--- src/design/calt_pkg.sv ---
`default_nettype none
package calt_pkg;

  localparam int MAX_ENTRIES = 64;
  localparam int IDX_W       = $clog2(MAX_ENTRIES);
  localparam int CNT_W       = IDX_W + 1;

  localparam logic [1:0] ACT_CHECK  = 2'd0;
  localparam logic [1:0] ACT_ADD    = 2'd1;
  localparam logic [1:0] ACT_REMOVE = 2'd2;
  localparam logic [1:0] ACT_CLEAR  = 2'd3;

  localparam logic [1:0] STAT_OK       = 2'd0;
  localparam logic [1:0] STAT_FULL     = 2'd1;
  localparam logic [1:0] STAT_NOTFOUND = 2'd2;

  localparam logic [2:0] REG_FILTER_ADDR = 3'd0;

  typedef struct packed {
    logic        fam;
    logic [63:0] hi;
    logic [63:0] lo;
    logic [7:0]  prefix;
  } entry_t;

  typedef struct packed {
    logic match;
    logic equal;
  } cmp_t;

endpackage
`default_nettype wire

--- src/design/calt_cmp.sv ---
`default_nettype none
module calt_cmp (
  input  wire calt_pkg::entry_t ent,
  input  wire calt_pkg::entry_t key,
  output calt_pkg::cmp_t        res
);

  logic [31:0] m32;
  logic [63:0] mh;
  logic [63:0] ml;
  logic [7:0]  lo_sh;
  logic        fam_eq;
  logic        v4_hit;
  logic        v6_hit;

  // masks follow the stored entry's prefix
  always_comb begin
    lo_sh  = ent.prefix - 8'd64;
    m32    = (ent.prefix >= 8'd32) ? '1 : ~(32'hFFFF_FFFF >> ent.prefix[4:0]);
    mh     = (ent.prefix >= 8'd64) ? '1 : ~({64{1'b1}} >> ent.prefix[5:0]);
    if (ent.prefix >= 8'd128) begin
      ml = '1;
    end else if (ent.prefix > 8'd64) begin
      ml = ~({64{1'b1}} >> lo_sh[5:0]);
    end else begin
      ml = '0;
    end
    fam_eq = (ent.fam == key.fam);
    v4_hit = (((key.lo[31:0] ^ ent.lo[31:0]) & m32) == 32'd0);
    v6_hit = (((key.hi ^ ent.hi) & mh) == 64'd0) && (((key.lo ^ ent.lo) & ml) == 64'd0);
    res.match = fam_eq && (ent.fam ? v6_hit : v4_hit);
    res.equal = (ent == key);
  end

endmodule
`default_nettype wire

--- config.mk ---
export PLATFORM = sky130hd
export DESIGN_NAME = calt_cmp
export DESIGN_NICKNAME = d
export VERILOG_FILES = /design/src/design/calt_pkg.sv /design/src/design/calt_cmp.sv
export SDC_FILE = /design/constraint.sdc
export NUM_CORES = 1
export LEC_CHECK = 0
export ABC_AREA = 1
export BUFFER_PORTS_ARGS = -buffer_cell sky130_fd_sc_hd__buf_4
export CORE_AREA = 4 4 113 115
export DETAILED_ROUTE_END_ITERATION = 6
export DIE_AREA = 0 0 117 119
export PLACE_DENSITY = 0.76
export REMOVE_ABC_BUFFERS = 1
export SYNTH_ARGS = -nofsm -noshare
export SYNTH_HDL_FRONTEND = slang
export SYNTH_SLANG_ARGS = --single-unit
--- constraint.sdc ---
create_clock -name vclk -period 3.1
set_input_delay 0.62 -clock vclk [all_inputs]
set_output_delay 0.62 -clock vclk [all_outputs]
set_load 0.02 [all_outputs]
==> results of run 1 <==
per-stage QoR:
step                      util (%)  hold slack [ns]   TNS, ns  std cells
final                         60.6             1.85         0       1407
after detailed placement      59.2             1.85   -0.0252       1397
after global routing          60.6             1.92  -0.00502       1407
after CTS                     59.5             1.85         0       1399
after global placement        59.2             1.86   -0.0534       1397
after floorplan                  -             1.56         0        937
layout make-up:
cell class / count / area (um2) / area share, %
inverters: 132 / 513 / 7.17
well taps: 147 / 184 / 2.57
multi-input cells: 805 / 4000 / 55.9
repair buffers: 323 / 2460 / 34.4
final timing paths:
check     start  endpoint  slack, ns  depth (start not counted)
max      ent[3]    res[1]       0.02                         14
min    ent[136]    res[1]       1.85                          9
metal layers:
metal,share of wire (%),global-route usage [%]
met1,36,41.1
met5,0,0
met2,46,54.5
met4,4.0,10.5
met3,14,7.01
layout by cell type, fill, tap and decap left out, types with 2 or more instances in the layout:
master / netlist / routed
nor2_2: 5 / 7
o21ai_4: 1 / 2
inv_8: 0 / 2
inv_1: 118 / 118
xor2_1: 66 / 66
o21ai_0: 21 / 21
buf_4: 3 / 318
inv_2: 9 / 8
xnor2_1: 33 / 33
buf_12: 0 / 2
nor4_1: 14 / 14
o21bai_1: 2 / 2
nand4_1: 13 / 13
o21ai_1: 15 / 15
nand2_2: 6 / 10
nand3b_1: 6 / 6
nor2_4: 5 / 5
buf_6: 6 / 3
nand3_2: 3 / 3
a21oi_1: 16 / 16
nand2_1: 391 / 386
nor3_1: 12 / 12
nand2_4: 4 / 4
nor2_1: 119 / 117
clkinv_1: 3 / 3
nand3_1: 59 / 59
cells by family (layout without fill, tap and decap cells):
| kind of cell | Yosys count | count (layout) | synth area share, % |
|---|---|---|---|
| compound gates | 63 | 63 | 7.71 |
| xor+xnor | 99 | 99 | 18.9 |
| buf+inv | 149 | 455 | 13.7 |
| simple gates | 643 | 643 | 59.7 |
what timing repair did:
item                       4_1_cts  5_1_grt
pin swaps                        1        3
resized for setup                0       21
gates cloned                     0        0
setup buffers                    2        8
setup endpoints to repair        1        1
critical path: cells and delay by family:
family,cells,cell delay [ns]
simple gates,9,1.01
buf+inv,3,0.51
compound gates,2,0.33
where the power goes:
group          internal (mW)  leakage, nW  switching (mW)
registers                  0            0               0
logic                  0.489         4.21           0.594
clock network              0            0               0
total                  0.489         4.21           0.594
==> metrics.md, run 1 <==
| Metric | Value |
|---|---|
| Status | `finished with violations` |
| Failing checks | `design-rule violations` |
| Leakage | `4.21 nW` |
| Cell with the most instances on the worst path | `nand2_1` |
| Pin count of the biggest net entering global routing | `17` |
| Setup violations, final | `0` |
| Pwr Total | `1.08 mW` |
| Fmax | `325 MHz` |
| PortBufs | `276` |
| Final Slew Violations | `0` |
| Final nets | `1536` |
| Top-count cell post-synth | `nand2_1` |
| # hold bufs at CTS | `0` |
| Fin crit share | `99.3%` |
| Pre-CTS setup slack | `-0.0252 ns` |
| Wire length per cell | `17.2 um` |
| Antenna violations before repair | `0` |
| First-iteration detailed-routing DRC count | `733` |
| Clkbuf count | `0` |
| Crit path time final | `3.08 ns` |
| Synth top area cells | `nand2_1 (32%), xor2_1 (13%), nor2_1 (9.7%)` |
| Area leader, netlist | `nand2_1` |
| Data required, critical path | `2.48 ns` |
| Effective utilization at floorplan | `38.9%` |
| Netlist cell types | `42` |
| DPL Wire Length | `20700 um` |
| CP endpoint kind | `output port` |
| DRT Pass-1 Iters | `7` |
| Post-DRT Antenna Nets | `0` |
| Post-DP Area | `7000 um2` |
| Cell Chain, Critical Path | `buf_4 -> buf_4 -> nor2_1 -> nand2_1 -> nand2_1 -> a21oi_1 -> a21oi_1 -> nand3_1 -> nor2_1 -> nand3_1 -> nor2_1 -> nand2_1 -> nand2_1 -> buf_4` |
| Fin worst setup slack | `0.0228 ns` |
| Pwr dens | `151 nW/um2` |
| CP Max Fanout | `10` |
| First-pass GRT wire length | `35900 um` |
| Worst Tran Pin Value | `0.456 ns` |
| Final Hold Vio Count | `0` |
| Ys Warns | `0` |
| Filler instances | `1293` |
| Vias in the first global route | `7100` |
| Mapped Area | `4590 um2` |
| Seq/Total Area, Yosys | `0%` |
| Ant. Diodes | `0` |
| Vias per Instance | `5.20` |
| Synth-to-layout area growth | `55.9%` |
| Critical Path AT | `2.46 ns` |
| Total grt overflow | `0` |
| Critical Path Start Type | `input port` |
| FF/Latch Area | `0 um2` |
| Cell Rows | `40` |
| Slowest-stage cell, CP | `a21oi_1` |
| I/O pins | `276` |
| # DRC | `6` |
| GP Congestion | `1.10` |
| Vias after detailed routing | `7321` |
| Die height | `119 um` |
| Share of cells above drive strength 1 | `29.1%` |
| Top post-synthesis cells by count | `nand2_1 (391), nor2_1 (119), inv_1 (118)` |
| GRT Total Usage | `32.6%` |
| Yosys top cell area share | `32.0%` |
| Routed WL | `24200 um` |
| Post-synthesis cell count | `954` |
| CP Class | `in2out` |
| Die Width | `117 um` |
| VDD IR max | `71.8 uV` |
| Core ar. | `11800 um2` |
| Max incr delay on CP | `0.25 ns` |
| Synth Area per Inst | `4.81 um2` |
| Final Cell Area | `7160 um2` |
| Die Area | `13900 um2` |
| Worst slew margin | `69.3%` |
| Worst min path class | `in2out` |
| Seq cells | `0` |
| Max-cap violations | `0` |
Power figures use the tool's default switching activity.
==> run 2, diff against run 1 <==
--- a/config.mk
+++ b/config.mk
@@ -7,10 +7,12 @@
 export LEC_CHECK = 0
 export ABC_AREA = 1
 export BUFFER_PORTS_ARGS = -buffer_cell sky130_fd_sc_hd__buf_4
-export CORE_AREA = 4 4 113 115
+export CELL_PAD_IN_SITES_DETAIL_PLACEMENT = 1
+export CELL_PAD_IN_SITES_GLOBAL_PLACEMENT = 1
+export CORE_AREA = 4 4 129 131
 export DETAILED_ROUTE_END_ITERATION = 6
-export DIE_AREA = 0 0 117 119
-export PLACE_DENSITY = 0.76
+export DIE_AREA = 0 0 133 135
+export PLACE_DENSITY = 0.93
 export REMOVE_ABC_BUFFERS = 1
 export SYNTH_ARGS = -nofsm -noshare
 export SYNTH_HDL_FRONTEND = slang
==> run 2 against run 1 <==
Effect of this change:
- the flow finishes with violations (negative setup slack)
- design area is 12% higher
- cell count is 8.9% higher
- die area increased by 29%
- setup slack lost 0.11 ns
- critical path depth up 2
- global-route usage decreased by 1.5 points
- via count is 11% higher
- first-iteration DRC count down 0.41%
- sequential cell count stayed put
- total power up 16%
- core utilization is 9.2 points lower
- fmax is 3.4% lower
- largest power group unchanged
- highest routed layer unchanged
==> metrics.md, run 2 (same netlist as run 1, synthesis figures left out) <==
| Metric | Value |
|---|---|
| Clkbuf count | `0 (unchanged)` |
| Cell Rows | `46 (was 40)` |
| Sw Share | `55.9% (was 54.8%)` |
| Logic pwr share | `100.0% (about the same)` |
| Commonest non-fill, non-tap cell in the layout | `nand2_1 (unchanged)` |
| Fin crit share | `103% (was 99.3%)` |
| # DRC | `0 (was 6)` |
| Seq cells | `0 (unchanged)` |
| Synth-to-layout area growth | `74.5% (was 55.9%)` |
| GP Congestion | `1.04 (was 1.10)` |
| Routed WL | `32100 um (was 24200 um)` |
| Sequential power share | `0% (about the same)` |
| Hold Crit Depth | `9 (unchanged)` |
| Final Hold Vio Count | `0 (unchanged)` |
| Worst min path class | `in2out (unchanged)` |
| FF/Latch Area | `0 um2 (unchanged)` |
| Vias after detailed routing | `8147 (was 7321)` |
| Final Cell Area | `8010 um2 (was 7160 um2)` |
| I/O pins | `276 (unchanged)` |
| Fin util | `51.4% (was 60.6%)` |
| VDD IR max | `67.3 uV (was 71.8 uV)` |
| Fin worst setup slack | `-0.0869 ns (was 0.0228 ns)` |
| Vias per Instance | `5.32 (was 5.20)` |
| Pin count of the biggest net entering global routing | `19 (was 17)` |
| Total grt overflow | `0 (unchanged)` |
| Die height | `135 um (was 119 um)` |
| Setup violations, final | `1 (was 0)` |
| Die Area | `18000 um2 (was 13900 um2)` |
| Core ar. | `15600 um2 (was 11800 um2)` |
| Internal power | `0.553 mW (was 0.489 mW)` |
| Failing checks | `negative setup slack (was design-rule violations)` |
| CP endpoint kind | `output port (unchanged)` |
| Final hold slack | `1.88 ns (was 1.85 ns)` |
| Max-cap violations | `0 (unchanged)` |
| Effective utilization at floorplan | `29.4% (was 38.9%)` |
| Worst slew margin | `61.6% (was 69.3%)` |
| CP Class | `in2out (unchanged)` |
| Pwr dens | `157 nW/um2 (was 151 nW/um2)` |
| DRT Pass-1 Iters | `5 (was 7)` |
| Setup_tns | `-0.0869 ns (was 0 ns)` |
| Die Width | `133 um (was 117 um)` |
| CP Max Fanout | `9 (was 10)` |
| Critical Path Start Type | `input port (unchanged)` |
| Status | `finished with violations (unchanged)` |
| Final nets | `1592 (was 1536)` |
| Post-DRT Antenna Nets | `0 (unchanged)` |
| Wire length per cell | `21.0 um (was 17.2 um)` |
| Vias in the first global route | `8287 (was 7100)` |
| Post-DP Area | `7440 um2 (was 7000 um2)` |
| Most frequent cells in the layout | `nand2_1 (371), buf_4 (354), inv_1 (116) (was nand2_1 (386), buf_4 (318), inv_1 (118))` |
| Data required, critical path | `2.48 ns (about the same)` |
| Switching power | `0.702 mW (was 0.594 mW)` |
| Worst Tran Pin Value | `0.572 ns (was 0.456 ns)` |
| PortBufs | `276 (unchanged)` |
| Part of the power in the clock network | `0% (about the same)` |
| Fmax | `314 MHz (was 325 MHz)` |
| Leakage | `4.57 nW (was 4.21 nW)` |
| Final Slew Violations | `0 (unchanged)` |
| Ant. Diodes | `0 (unchanged)` |
| Share of cells above drive strength 1 | `35.6% (was 29.1%)` |
| First-pass GRT wire length | `43700 um (was 35900 um)` |
| Antenna violations before repair | `0 (unchanged)` |
| Critical Path AT | `2.57 ns (was 2.46 ns)` |
| First-iteration detailed-routing DRC count | `730 (was 733)` |
| Crit path time final | `3.19 ns (was 3.08 ns)` |
| GRT Total Usage | `31.0% (was 32.6%)` |
| DPL Wire Length | `26400 um (was 20700 um)` |
## run 2: cell types whose count changed in the layout (fill, tap and decap cells not counted), moves of 8 or more
cell and delta:
buf_6 +13, nor2_4 +8, nand2_1 -15, nor2_1 -14, nand3_1 -8, buf_4 +36
nand2_2 +9
## run 2: layout make-up
type | instances | area, um2
fill | 2280 | 7580
inverter | 132 | 513
multi-input combinational | 805 | 4220
tap | 216 | 270
timing repair buffer | 379 | 3010
## run 2: per-stage QoR
stage,cells,setup slack [ns],power [mW]
after detailed placement,1510,-0.180,1.12
final,1532,-0.0869,1.26
after CTS,1509,0.00852,1.12
after global routing,1532,-0.0835,1.33
after global placement,1510,-0.194,1.09
after floorplan,937,0.423,0.481
## run 2: what timing repair did
action | CTS | global route
setup endpoints to repair | 1 | 2
pin swaps | 0 | 37
setup buffers | 0 | 23
hold buffers | 0 | 0
resized for setup | 3 | 99
## run 2: worst max-delay path, stage by stage
cell and delay, ns:
buf_6 0.15, nor2_8 0.24, buf_12 0.15, nand2_8 0.09, nor2_4 0.12, nor2_1 0.05
nor2_1 0.14, nand2_1 0.13, nor2_1 0.13, nand2_1 0.07, nor2_2 0.13, nand3_2 0.09
nor2_2 0.13, nand2_1 0.08, nand2_2 0.09, buf_6 0.12
## run 2: worst paths after layout
path / slack, ns / endpoint / startpoint
worst max-delay path: -0.09 / res[1] / ent[5]
worst min-delay path: 1.88 / res[1] / ent[136]
## run 2: per-layer routing
| metal | global-route usage [%] | routed length, um | share of wire (%) | vias to the layer above |
|---|---|---|---|---|
| met1 | 36.1 | 11400 | 36 | 3789 |
| li1 | - | - | - | 3671 |
| met5 | 0 | 0 | 0 | - |
| met3 | 5.92 | 3270 | 10 | 131 |
| met4 | 11.8 | 1720 | 5.4 | 0 |
| met2 | 56.3 | 15700 | 49 | 556 |
## run 2: power by group through the flow
| stage | clock network, mW | registers (mW) | logic (mW) |
|---|---|---|---|
| 3_5_place_dp | 0 | 0 | 1.12 |
| 2_1_floorplan | 0 | 0 | 0.481 |
| 5_1_grt | 0 | 0 | 1.33 |
| 4_1_cts | 0 | 0 | 1.12 |
| 3_3_place_gp | 0 | 0 | 1.09 |
| 6_report | 0 | 0 | 1.26 |
==> run 3, diff against run 2 <==
--- a/config.mk
+++ b/config.mk
@@ -12,6 +12,7 @@
 export CORE_AREA = 4 4 129 131
 export DETAILED_ROUTE_END_ITERATION = 6
 export DIE_AREA = 0 0 133 135
+export MAX_ROUTING_LAYER = met4
 export PLACE_DENSITY = 0.93
 export REMOVE_ABC_BUFFERS = 1
 export SYNTH_ARGS = -nofsm -noshare
==> run 3 against run 2 <==
Effect of this change:
- the flow now finishes without violations
- global-route usage rose by 1.3 points
- die area did not move
- cell count fell by 0.39%
- non-clock buffer count fell by 6
- sequential cell count did not move
- setup slack improved by 0.10 ns
- design area fell by 1.7%
- first-iteration DRC count fell by 21%
- via count fell by 3.0%
- count of clock-buffer cells in the layout did not move
- critical path depth fell by 1
- largest cell class unchanged
- highest routed layer unchanged
==> metrics.md, run 3 (same netlist as run 1, synthesis figures left out) <==
| Metric | Value |
|---|---|
| Post-DRT Antenna Nets | `0 (unchanged)` |
| Logic pwr share | `100.0% (about the same)` |
| Die height | `135 um (unchanged)` |
| Sw Share | `55.6% (was 55.9%)` |
| Pwr dens | `155 nW/um2 (was 157 nW/um2)` |
| Total grt overflow | `0 (unchanged)` |
| Final cell count without fillers | `1526 (was 1532)` |
| Final hold slack | `1.84 ns (was 1.88 ns)` |
| Min-Delay Endpoint | `res[1] (unchanged)` |
| Critical Path Start Type | `input port (unchanged)` |
| Max-cap violations | `0 (unchanged)` |
| Sequential power share | `0% (about the same)` |
| PortBufs | `276 (unchanged)` |
| Data required, critical path | `2.48 ns (about the same)` |
| Seq cells | `0 (unchanged)` |
| CP endpoint kind | `output port (unchanged)` |
| Vias per Instance | `5.18 (was 5.32)` |
| Hold Crit Start | `ent[136] (unchanged)` |
| Leakage | `4.49 nW (was 4.57 nW)` |
| Commonest non-fill, non-tap cell in the layout | `nand2_1 (unchanged)` |
| Setup_tns | `0 ns (was -0.0869 ns)` |
| Vias after detailed routing | `7901 (was 8147)` |
| Cell family with most CP delay | `simple AND/OR/NAND/NOR gates (unchanged)` |
| Effective utilization at floorplan | `29.4% (unchanged)` |
| Max incr delay on CP | `0.20 ns (was 0.24 ns)` |
| Final Slew Violations | `0 (unchanged)` |
| Crit path from | `ent[5] (unchanged)` |
| Final nets | `1586 (was 1592)` |
| Antenna violations before repair | `0 (unchanged)` |
| Core ar. | `15600 um2 (unchanged)` |
| Status | `completed (was finished with violations)` |
| Fmax | `324 MHz (was 314 MHz)` |
| Setup violations, final | `0 (was 1)` |
| First-iteration detailed-routing DRC count | `579 (was 730)` |
| GP Congestion | `1.08 (was 1.04)` |
| Critical Path AT | `2.47 ns (was 2.57 ns)` |
| RSZ-0062 raised after global routing | `true` |
| FF/Latch Area | `0 um2 (unchanged)` |
| VDD IR max | `70.4 uV (was 67.3 uV)` |
| Worst slew margin | `61.0% (was 61.6%)` |
| Vias in the first global route | `8129 (was 8287)` |
| Worst min path class | `in2out (unchanged)` |
| First-pass GRT wire length | `44300 um (was 43700 um)` |
| Most frequent cells in the layout | `nand2_1 (369), buf_4 (350), inv_1 (117) (was nand2_1 (371), buf_4 (354), inv_1 (116))` |
| Pin count of the biggest net entering global routing | `17 (was 19)` |
| Wire length per cell | `20.1 um (was 21.0 um)` |
| Inst Count DP | `1509 (was 1510)` |
| Internal power | `0.542 mW (was 0.553 mW)` |
| Clkbuf count | `0 (unchanged)` |
| Share of cells above drive strength 1 | `34.6% (was 35.6%)` |
| Die Width | `133 um (unchanged)` |
| Part of the power in the clock network | `0% (about the same)` |
| Die Area | `18000 um2 (unchanged)` |
| # DRC | `0 (unchanged)` |
| Switching power | `0.678 mW (was 0.702 mW)` |
| CP Max Fanout | `8 (was 9)` |
| GRT Total Usage | `32.4% (was 31.0%)` |
| Cell with the most instances on the worst path | `nand2_1` |
| Routed WL | `30600 um (was 32100 um)` |
| Fin crit share | `99.5% (was 103%)` |
| Hold Crit Depth | `9 (unchanged)` |
| Crit path time final | `3.09 ns (was 3.19 ns)` |
| Slowest-stage cell, CP | `nor2_8 (unchanged)` |
| Cell Rows | `46 (unchanged)` |
| Cell Chain, Critical Path | `buf_6 -> nor2_8 -> buf_12 -> nand2_8 -> buf_4 -> o21ai_1 -> nand2_1 -> nor2_1 -> nand3_1 -> nor2_2 -> nand3_2 -> nor2_2 -> nand2_1 -> nand2_1 -> buf_6 (was buf_6 -> nor2_8 -> buf_12 -> nand2_8 -> nor2_4 -> nor2_1 -> nor2_1 -> nand2_1 -> nor2_1 -> nand2_1 -> nor2_2 -> nand3_2 -> nor2_2 -> nand2_1 -> nand2_2 -> buf_6)` |
| Worst Tran Pin Value | `0.580 ns (was 0.572 ns)` |
| I/O pins | `276 (unchanged)` |
| Ant. Diodes | `0 (unchanged)` |
| Fin util | `50.5% (was 51.4%)` |
| Final Hold Vio Count | `0 (unchanged)` |
| DPL Wire Length | `26500 um (was 26400 um)` |
| Synth-to-layout area growth | `71.5% (was 74.5%)` |
| CP Class | `in2out (unchanged)` |
| CP Buf/Inv Count | `4 (was 3)` |
| DRT Pass-1 Iters | `5 (unchanged)` |
-- run 3: cell types whose count changed in the layout (fill, tap and decap cells not counted), moves of 2 or more --
cell | previous run | this run
nor2_1 | 103 | 106
nand3_1 | 51 | 56
nand3_2 | 10 | 4
buf_12 | 8 | 4
inv_2 | 11 | 8
buf_6 | 16 | 19
nand2_1 | 371 | 369
buf_4 | 354 | 350
nand2_4 | 10 | 5
nand2_2 | 19 | 25
nor2_4 | 13 | 11
-- run 3: repair_timing --
action / CTS / global route
cloned: 0 / 0
buffers inserted: 1 / 17
pin swaps: 1 / 36
resized for setup: 7 / 79
setup endpoints to repair: 1 / 2
hold buffers: 0 / 0
-- run 3: final cells by class --
cell class | instances | area (um2)
Fill cell | 2272 | 7720
Multi-Input combinational cell | 805 | 4160
Timing Repair Buffer | 373 | 2920
Inverter | 132 | 523
Tap cell | 216 | 270
-- run 3: routing by layer --
layer | vias to the layer above | share of wire (%) | track usage (%)
li1 | 3657 | - | -
met1 | 3662 | 38 | 38.9
met2 | 478 | 49 | 56.8
met3 | 104 | 8.5 | 3.06
met4 | 0 | 4.9 | 11.0
met5 | - | 0 | -
-- run 3: power groups by stage --
stage                     combinational (mW)  clock (mW)  sequential (mW)
final                                   1.22           0                0
after global routing                    1.31           0                0
after CTS                               1.14           0                0
after detailed placement                1.13           0                0
after global placement                  1.10           0                0
after floorplan                        0.481           0                0
-- run 3: per-stage QoR --
stage | power (mW) | cell area [um2] | setup slack, ns
6_report | 1.22 | 7870 | 0.0142
5_1_grt | 1.31 | 7870 | -0.0871
4_1_cts | 1.14 | 7490 | 0.0166
3_5_place_dp | 1.13 | 7460 | -0.231
3_3_place_gp | 1.10 | 7460 | -0.245
2_1_floorplan | 0.481 | 4460 | 0.423
-- run 3: how the worst max path moves through the flow --
stage / endpoint / slack (ns) / depth (start not counted)
6_report: res[1] / 0.01 / 15
5_1_grt: res[1] / -0.09 / 16
4_1_cts: res[1] / 0.02 / 18
3_5_place_dp: res[1] / -0.23 / 14
3_3_place_gp: res[1] / -0.24 / 14
2_1_floorplan: res[1] / 0.42 / 13
